## src/rtl/rlc_pkg.sv

```systemverilog
// Package for the refcounted LRU size-budget cache core.
// Types, kind codes, widths and the FSM state enum; no dependencies.
package rlc_pkg;

    localparam int DefEntries = 16;
    localparam int KeyW       = 32;
    localparam int SizeW      = 24;
    localparam int TotalW     = 29;
    localparam int RefW       = 8;
    localparam int SlotW      = 4;
    localparam int KindW      = 3;

    localparam logic [1:0] CMD_LOOKUP  = 2'd0;
    localparam logic [1:0] CMD_INSERT  = 2'd1;
    localparam logic [1:0] CMD_RELEASE = 2'd2;
    localparam logic [1:0] CMD_NONE    = 2'd3;   // unused code, dropped on input

    localparam logic [KindW-1:0] KIND_HIT      = 3'd0;
    localparam logic [KindW-1:0] KIND_INSERTED = 3'd1;
    localparam logic [KindW-1:0] KIND_MISS     = 3'd2;
    localparam logic [KindW-1:0] KIND_LOADFAIL = 3'd3;
    localparam logic [KindW-1:0] KIND_FULL     = 3'd4;
    localparam logic [KindW-1:0] KIND_RELEASED = 3'd5;
    localparam logic [KindW-1:0] KIND_RELERR   = 3'd6;
    localparam logic [KindW-1:0] KIND_EVICTED  = 3'd7;

    // per-cell operation, broadcast from the controller
    typedef enum logic [2:0] {
        OP_NONE,
        OP_PIN,      // target: refs+1, leave LRU if refs was 0
        OP_UNREF,    // target: refs-1, join LRU tail on zero
        OP_INSERT,   // target: load new entry
        OP_EVICT     // entry at LRU rank 0 is dropped
    } cell_op_t;

    typedef struct packed {
        cell_op_t         op;
        logic [KeyW-1:0]  key;
        logic [SizeW-1:0] size;
        logic [8:0]       rank;     // removed rank or new tail rank
    } cell_ctl_t;

    typedef enum logic [1:0] {
        ST_IDLE,
        ST_DECIDE,
        ST_EVICT,
        ST_OUT
    } state_t;

endpackage

```

## src/rtl/rlc_cell.sv

```systemverilog
// One slot of the cache: valid, key, size, refcount and LRU rank.
// Depends on rlc_pkg; driven by the controller's broadcast control.
module rlc_cell #(
    parameter int RankW = 5
) (
    input  logic                     clk,
    input  logic                     rst_n,
    input  logic                     sel,
    input  rlc_pkg::cell_ctl_t       ctl,
    output logic                     valid,
    output logic                     hit,
    output logic [rlc_pkg::KeyW-1:0] key,
    output logic [rlc_pkg::SizeW-1:0] size,
    output logic [rlc_pkg::RefW-1:0] refs,
    output logic [RankW-1:0]         rank,
    output logic                     oldest
);
    import rlc_pkg::*;

    logic              valid_reg, valid_next;
    logic [KeyW-1:0]   key_reg, key_next;
    logic [SizeW-1:0]  size_reg, size_next;
    logic [RefW-1:0]   refs_reg, refs_next;
    logic [RankW-1:0]  rank_reg, rank_next;
    logic              in_lru;
    logic [RankW-1:0]  crank;

    assign crank  = ctl.rank[RankW-1:0];
    assign in_lru = valid_reg && (refs_reg == '0);
    assign valid  = valid_reg;
    assign hit    = valid_reg && (key_reg == ctl.key);
    assign key    = key_reg;
    assign size   = size_reg;
    assign refs   = refs_reg;
    assign rank   = rank_reg;
    assign oldest = in_lru && (rank_reg == '0);

    // update of the cell
    always_comb
    begin
        valid_next = valid_reg;
        key_next   = key_reg;
        size_next  = size_reg;
        refs_next  = refs_reg;
        rank_next  = rank_reg;
        case (ctl.op)
            OP_PIN:
            begin
                if (sel)
                    refs_next = refs_reg + 1'b1;
                else if (in_lru && rank_reg > crank)
                    rank_next = rank_reg - 1'b1;
            end
            OP_UNREF:
            begin
                if (sel)
                begin
                    refs_next = refs_reg - 1'b1;
                    if (refs_reg == 8'd1)
                        rank_next = crank;
                end
            end
            OP_INSERT:
            begin
                if (sel)
                begin
                    valid_next = 1'b1;
                    key_next   = ctl.key;
                    size_next  = ctl.size;
                    refs_next  = 8'd1;
                    rank_next  = '0;
                end
            end
            OP_EVICT:
            begin
                if (oldest)
                    valid_next = 1'b0;
                else if (in_lru)
                    rank_next = rank_reg - 1'b1;
            end
            default:
            begin
            end
        endcase
    end

    always_ff @(posedge clk or negedge rst_n)
    begin
        if (!rst_n)
            valid_reg <= 1'b0;
        else
            valid_reg <= valid_next;
    end

    // payload, no reset
    always_ff @(posedge clk)
    begin
        key_reg  <= key_next;
        size_reg <= size_next;
        refs_reg <= refs_next;
        rank_reg <= rank_next;
    end

endmodule

```

## src/rtl/refcounted_lru_size_budget_cache_core.sv

```systemverilog
// Top level of the refcounted LRU size-budget cache: controller and row of cells.
// Depends on rlc_pkg and rlc_cell.
// An input beat is registered and decided; its first result beat is then offered in ST_OUT.
// Items are taken one at a time: decide and output steps, plus an evict and an output
// step per eviction, walking the LRU order one victim per pass; ST_OUT waits on m_tready.
// Reset: asynchronous, active low; table empty, LRU empty, total and budget zero.
module refcounted_lru_size_budget_cache_core #(
    parameter int ENTRIES = rlc_pkg::DefEntries
) (
    input  logic        clk,
    input  logic        rst_n,
    input  logic        s_tvalid,
    output logic        s_tready,
    input  logic [63:0] s_tdata,    // cmd[1:0] key[33:2] loaded_size[57:34] load_ok[58]
    input  logic        m_tready,
    output logic        m_tvalid,
    output logic [39:0] m_tdata,    // kind[2:0] slot[6:3] entry_key[38:7]
    output logic        m_tlast,
    input  logic        cfg_we,
    input  logic [31:0] cfg_wdata
);
    import rlc_pkg::*;

    localparam int IdxW  = (ENTRIES > 1) ? $clog2(ENTRIES) : 1;
    localparam int RankW = $clog2(ENTRIES + 1);

    logic [31:0]        budget_reg;
    state_t             state_reg, state_next;
    logic [1:0]         cmd_reg;
    logic [KeyW-1:0]    key_reg;
    logic [SizeW-1:0]   lsize_reg;
    logic               ok_reg;
    logic [RankW-1:0]   lru_len_reg, lru_len_next;
    logic [TotalW-1:0]  total_reg, total_next;
    logic [KindW-1:0]   okind_reg, okind_next;
    logic [IdxW-1:0]    oslot_reg, oslot_next;
    logic [KeyW-1:0]    okey_reg, okey_next;
    logic               olast_reg, olast_next;

    cell_ctl_t          ctl;
    logic [ENTRIES-1:0] c_valid, c_hit, c_oldest, c_sel;
    logic [KeyW-1:0]    c_key  [ENTRIES];
    logic [SizeW-1:0]   c_size [ENTRIES];
    logic [RefW-1:0]    c_refs [ENTRIES];
    logic [RankW-1:0]   c_rank [ENTRIES];

    // hit / free / victim search, lowest index wins
    logic               found, free_any, vic_any;
    logic [IdxW-1:0]    hit_idx, free_idx, vic_idx;
    always_comb
    begin
        found = 1'b0; hit_idx = '0;
        free_any = 1'b0; free_idx = '0;
        vic_any = 1'b0; vic_idx = '0;
        for (int i = ENTRIES - 1; i >= 0; i--)
        begin
            if (c_hit[i])
            begin
                found = 1'b1;
                hit_idx = IdxW'(i);
            end
            if (!c_valid[i])
            begin
                free_any = 1'b1;
                free_idx = IdxW'(i);
            end
            if (c_oldest[i])
            begin
                vic_any = 1'b1;
                vic_idx = IdxW'(i);
            end
        end
    end

    logic [RefW-1:0]  hrefs;
    logic [RankW-1:0] hrank;
    logic [SizeW-1:0] vsize;
    logic [KeyW-1:0]  vkey;
    assign hrefs = c_refs[hit_idx];
    assign hrank = c_rank[hit_idx];
    assign vsize = c_size[vic_idx];
    assign vkey  = c_key[vic_idx];

    // cell row
    for (genvar g = 0; g < ENTRIES; g++)
    begin : g_cell
        rlc_cell #(.RankW(RankW)) u_cell (
            .clk    (clk),
            .rst_n  (rst_n),
            .sel    (c_sel[g]),
            .ctl    (ctl),
            .valid  (c_valid[g]),
            .hit    (c_hit[g]),
            .key    (c_key[g]),
            .size   (c_size[g]),
            .refs   (c_refs[g]),
            .rank   (c_rank[g]),
            .oldest (c_oldest[g])
        );
    end

    assign s_tready = (state_reg == ST_IDLE);
    assign m_tvalid = (state_reg == ST_OUT);
    assign m_tdata  = {1'b0, okey_reg, SlotW'(oslot_reg), okind_reg};
    assign m_tlast  = olast_reg;

    logic over;
    assign over = ({3'b0, total_next} > budget_reg);

    // next state
    always_comb
    begin
        state_next = state_reg;
        case (state_reg)
            ST_IDLE:   if (s_tvalid && s_tdata[1:0] != CMD_NONE) state_next = ST_DECIDE;
            ST_DECIDE: state_next = ST_OUT;
            ST_EVICT:  state_next = ST_OUT;
            ST_OUT:
                if (m_tready)
                    state_next = olast_reg ? ST_IDLE : ST_EVICT;
            default:   state_next = ST_IDLE;
        endcase
    end

    // datapath and cell control
    always_comb
    begin
        ctl.op   = OP_NONE;
        ctl.key  = key_reg;
        ctl.size = lsize_reg;
        ctl.rank = '0;
        c_sel    = '0;
        lru_len_next = lru_len_reg;
        total_next   = total_reg;
        okind_next   = okind_reg;
        oslot_next   = oslot_reg;
        okey_next    = okey_reg;
        olast_next   = olast_reg;
        case (state_reg)
            ST_DECIDE:
            begin
                okey_next  = key_reg;
                oslot_next = '0;
                olast_next = 1'b1;
                if (cmd_reg == CMD_RELEASE)
                begin
                    okind_next = KIND_RELERR;
                    if (found)
                    begin
                        oslot_next = hit_idx;
                        if (hrefs != '0)
                        begin
                            okind_next = KIND_RELEASED;
                            ctl.op = OP_UNREF;
                            ctl.rank = 9'(lru_len_reg);
                            c_sel[hit_idx] = 1'b1;
                            if (hrefs == 8'd1)
                                lru_len_next = lru_len_reg + 1'b1;
                        end
                    end
                end
                else if (found)
                begin
                    oslot_next = hit_idx;
                    if (hrefs == 8'hFF)
                        okind_next = KIND_FULL;
                    else
                    begin
                        okind_next = KIND_HIT;
                        ctl.op = OP_PIN;
                        // closing the gap behind the hit's own rank; all-ones touches nobody
                        ctl.rank = (hrefs == '0) ? 9'(hrank) : 9'h1FF;
                        c_sel[hit_idx] = 1'b1;
                        if (hrefs == '0)
                            lru_len_next = lru_len_reg - 1'b1;
                    end
                end
                else if (cmd_reg == CMD_LOOKUP)
                    okind_next = KIND_MISS;
                else if (!ok_reg)
                    okind_next = KIND_LOADFAIL;
                else if (!free_any)
                    okind_next = KIND_FULL;
                else
                begin
                    okind_next = KIND_INSERTED;
                    oslot_next = free_idx;
                    ctl.op = OP_INSERT;
                    c_sel[free_idx] = 1'b1;
                    total_next = total_reg + TotalW'(lsize_reg);
                    olast_next = !(over && lru_len_reg != '0);
                end
            end
            ST_EVICT:
            begin
                ctl.op = OP_EVICT;
                lru_len_next = lru_len_reg - 1'b1;
                total_next = total_reg - TotalW'(vsize);
                okind_next = KIND_EVICTED;
                oslot_next = vic_idx;
                okey_next  = vkey;
                olast_next = !(over && lru_len_next != '0);
            end
            default:
            begin
            end
        endcase
    end

    // control state, LRU length, size total and budget
    always_ff @(posedge clk or negedge rst_n)
    begin
        if (!rst_n)
        begin
            state_reg   <= ST_IDLE;
            budget_reg  <= '0;
            lru_len_reg <= '0;
            total_reg   <= '0;
        end
        else
        begin
            state_reg   <= state_next;
            lru_len_reg <= lru_len_next;
            total_reg   <= total_next;
            if (cfg_we)
                budget_reg <= cfg_wdata;
        end
    end

    always_ff @(posedge clk)
    begin
        if (s_tvalid && s_tready)
        begin
            cmd_reg   <= s_tdata[1:0];
            key_reg   <= s_tdata[33:2];
            lsize_reg <= s_tdata[57:34];
            ok_reg    <= s_tdata[58];
        end
        okind_reg <= okind_next;
        oslot_reg <= oslot_next;
        okey_reg  <= okey_next;
        olast_reg <= olast_next;
    end

endmodule
```

## config.mk

```make
export PLATFORM = sky130hd
export DESIGN_NAME = refcounted_lru_size_budget_cache_core
export DESIGN_NICKNAME = d
export VERILOG_FILES = /design/src/rtl/rlc_pkg.sv /design/src/rtl/rlc_cell.sv /design/src/rtl/refcounted_lru_size_budget_cache_core.sv
export SDC_FILE = /design/constraint.sdc
export NUM_CORES = 2
export LEC_CHECK = 0
export BUFFER_PORTS_ARGS = -buffer_cell sky130_fd_sc_hd__buf_2
export CORE_MARGIN = 5
export CORE_UTILIZATION = 58
export DETAILED_ROUTE_END_ITERATION = 6
export PLACE_DENSITY = 0.82
export RECOVER_POWER = 50
export SLEW_MARGIN = 20
export SYNTH_ARGS = -nofsm -noshare
export SYNTH_HDL_FRONTEND = slang
export SYNTH_SLANG_ARGS = --single-unit
export TNS_END_PERCENT = 1
```

## constraint.sdc

```tcl
create_clock -name clk -period 9.1 [get_ports clk]
set_input_delay 0.455 -clock clk [delete_from_list [all_inputs] [get_ports clk]]
set_output_delay 0.455 -clock clk [all_outputs]
set_load 0.005 [all_outputs]
```

==> flow_summary.json <==
{
  "status": "complete, but fails checks",
  "violations": "DRC, capacitance limit, slew limit",
  "synth_seq_cells": 1287,
  "dr.pass1.iters": 7,
  "via_per_inst": 6.868,
  "antenna_left": 0,
  "largest_register_ffs": 512,
  "drive_gt1_share_pct": 12.01,
  "die_w_um": 363.3,
  "num_rows": 129,
  "ys_warn_count": 0,
  "fp.dieArea_um2": 132000,
  "fillers": 9128,
  "nNetsFinal": 7406,
  "arrival_ns": 9.51,
  "path_clk_slew_ns": 0.06,
  "place_area_um2": 77270,
  "async_reset_ff_share_pct": 6.527,
  "cts_tree": "built",
  "hold_start": "s_tvalid",
  "reg2regPathDepth": 43,
  "die_h_um": 363.3,
  "ir_worst_vdd_v": 0.0002161,
  "final_max_slew_viol_count": 492,
  "syn2layout_area_growth_pct": 14.13,
  "min_path_type": "primary input to register",
  "cp-start-kind": "register",
  "gp_congestion": 1.049,
  "syn_area_um2": 72410,
  "power_density_nw_per_um2": 199.2,
  "syn_inst": 6681,
  "cts_root_buf": "clkbuf_16",
  "cts_max_level": 4,
  "clkLatencyLatePin_ns": 0.80,
  "holdPathEnd": "state_reg[0]",
  "worst_pin_slew_ns": 3.972,
  "final_cells": 8793,
  "worst_ep_required_time_ns": 9.72,
  "wl_met1_um": 93190,
  "synth_area_leader_cell": "edfxtp_1",
  "syn-num-nets": 7039,
  "yosysSeqAreaShare_pct": 52.80,
  "slowest_delay_ns": 0.54,
  "maxCapViolCount": 9,
  "dpl.hpwl_um": 180000,
  "avgSynthCellArea_um2": 10.84,
  "antenna_found_initial": 6,
  "grt_start_max_net_pins": 182,
  "wl_per_cell_um": 29.37,
  "initial_utilization_pct": 58.49,
  "holdWs_ns": 0.1687,
  "grt_pass1_vias": 57547,
  "worst_slack_ns": 0.2025,
  "hold_viol": 0,
  "first_iter_violations": 8592,
  "ys_types": 111,
  "holdPathStages": 4,
  "fmaxAchievable_mhz": 112.4,
  "synth_edf_count": 1203,
  "boundaryPins": 144,
  "min_period_ns": 8.897,
  "crit_path_max_fanout": 8,
  "ff2ff_setup_slack_ns": 0.20,
  "postLayoutCellArea_um2": 82630,
  "pre_cts_ws_ns": -0.08127,
  "slowest_stage": "or4_1",
  "setup_viol": 0,
  "clk_path_buf_depth": 3,
  "synth_area_leaders": "edfxtp_1, xor2_1, ha_1, nand2_1, a211oi_1",
  "core_area_um2": 123800,
  "cts.sinks": 1287,
  "dr_wl_met2_um": 113900,
  "min_period_over_period_pct": 97.77,
  "grtUsageTotal_pct": 38.12,
  "regToRegStartpoint": "g_cell[12].u_cell.refs[5]",
  "rr_endpoint": "m_tlast",
  "drt-total-wl_um": 258300,
  "grt_pass1_wl_um": 374700,
  "route.met3.wl_um": 30740,
  "relSlewSlack_pct": -164.8,
  "crit_type": "register to register",
  "vias": 60387,
  "end_kind": "register",
  "cts_buffers": 138,
  "finClkSkew_ns": 0.03325,
  "path_common_cell": "o21ai_1",
  "io_buffers": 137,
  "yosysTopAreaCellShare_pct": 49.89,
  "leakage_uw": 0.02935,
  "synthFlopType": "edfxtp_1",
  "grt-ovfl-total": 0,
  "route.top_layer_used": "met5",
  "drc": 2,
  "dp.cells": 8440,
  "power_uw": 16460
}
==> worst max-delay path by stage <==
| stage | from | to | slack [ns] | depth (start not counted) |
|---|---|---|---|---|
| final | g_cell[12].u_cell.refs[5] | m_tlast | 0.20 | 43 |
| after global routing | g_cell[13].u_cell.refs[3] | m_tlast | -0.08 | 44 |
| after CTS | g_cell[12].u_cell.refs[5] | m_tlast | 0.04 | 45 |
| after detailed placement | g_cell[12].u_cell.refs[4] | m_tlast | -0.08 | 45 |
| after global placement | g_cell[12].u_cell.refs[4] | m_tlast | 0.13 | 42 |
| after floorplan | g_cell[12].u_cell.refs[4] | m_tlast | 0.36 | 44 |
==> kinds of logic (layout without fill, tap and decap cells) <==
family                   count (synthesis)  after routing  synth area share [%]
AND/OR/NAND/NOR                       2276           2276                 15.85
AO/OA/AOI/OAI                         1550           1550                 14.73
flip-flops                            1287           1287                 52.80
XOR/XNOR                               641            641                 7.754
buffers and inverters                  612           1085                 3.534
adder cells (fa/ha/maj)                257            257                 4.462
multiplexers                            57             57                0.8640
other                                    1              3              0.005179
==> stage by stage <==
stage / utilization (%) / TNS [ns]
after floorplan: - / 0
after global placement: 62.42 / 0
after detailed placement: 62.42 / -0.08127
after CTS: 66.72 / 0
after global routing: 66.75 / -0.08139
final: 66.75 / 0
==> layout by cell type, fill, tap and decap left out, types with 108 or more instances in the layout <==
cell type  synthesis  layout
nand2_1          800     799
inv_1            162     162
nor2_1           308     290
nand3_1          132     131
nor4_1           212     211
o21ai_0          225     215
nor3_1           139     139
clkbuf_1         310     108
buf_4             23     359
a31oi_1          113     113
and2_1           242     237
ha_1             255     253
a211oi_1         292     290
a21oi_1          307     298
edfxtp_1        1203    1203
clkbuf_16          0     141
xor2_1           473     473
a311oi_1         148     147
xnor2_1          168     168
==> worst max-delay path, delay by kind of cell, from the launching register on <==
family,cells,cell delay (ns)
buf+inv,4,0.62
fa+ha+maj,2,0.77
flops,1,0.40
simple gates,12,2.33
compound gates,24,4.27
mux,1,0.29
==> report_power, final <==
group | switching (uW) | leakage [uW] | internal, uW
clock network | 2460 | 0.00214 | 3160
logic | 2330 | 0.0154 | 1220
registers | 339 | 0.0119 | 6960
total | 5120 | 0.0293 | 11300
==> cell usage after synthesis, types with 40 or more instances <==
library cell / number
nor3_1: 139
clkbuf_1: 310
buf_2: 74
nand4_1: 72
o22ai_1: 48
inv_1: 162
o21ai_1: 48
and3_1: 57
a31oi_1: 113
o21ai_0: 225
a221oi_1: 45
edfxtp_1: 1203
and2_1: 242
xor2_1: 473
nor2_1: 308
a311oi_1: 148
nand3_1: 132
xnor2_1: 168
mux2_2: 40
dfrtp_1: 84
nor4_1: 212
nand2_1: 800
ha_1: 255
a21oi_1: 307
nand2b_1: 55
nor2b_1: 47
a211oi_1: 292
==> repair_timing <==
action                     4_1_cts  5_1_grt
hold buffers                    92        0
hold endpoints to repair       120        0
pin swaps                        1       25
setup endpoints to repair        1        6
gates resized for setup          5       39
buffers inserted                 0       12
gates cloned                     0        1
==> final cells by class <==
type | count | area, um^2 | share of cell area (%)
flip-flops and latches | 1287 | 38230 | 46.26
well taps | 1637 | 2048 | 2.479
repair buffers | 673 | 5415 | 6.553
multi-input cells | 4782 | 31910 | 38.62
inverters | 166 | 623.1 | 0.7541
clock buffers | 176 | 3669 | 4.440
clock inverters | 70 | 732.0 | 0.8858
diodes | 2 | 5.005 | 0.006057
==> layer usage <==
metal  track usage, %  vias to the layer above
met5                0                        -
met2            58.44                     4367
li1                 -                    25889
met1            49.82                    29163
met3            8.031                      962
met4            24.19                        6
No activity file was read; power rests on OpenSTA's default activity.
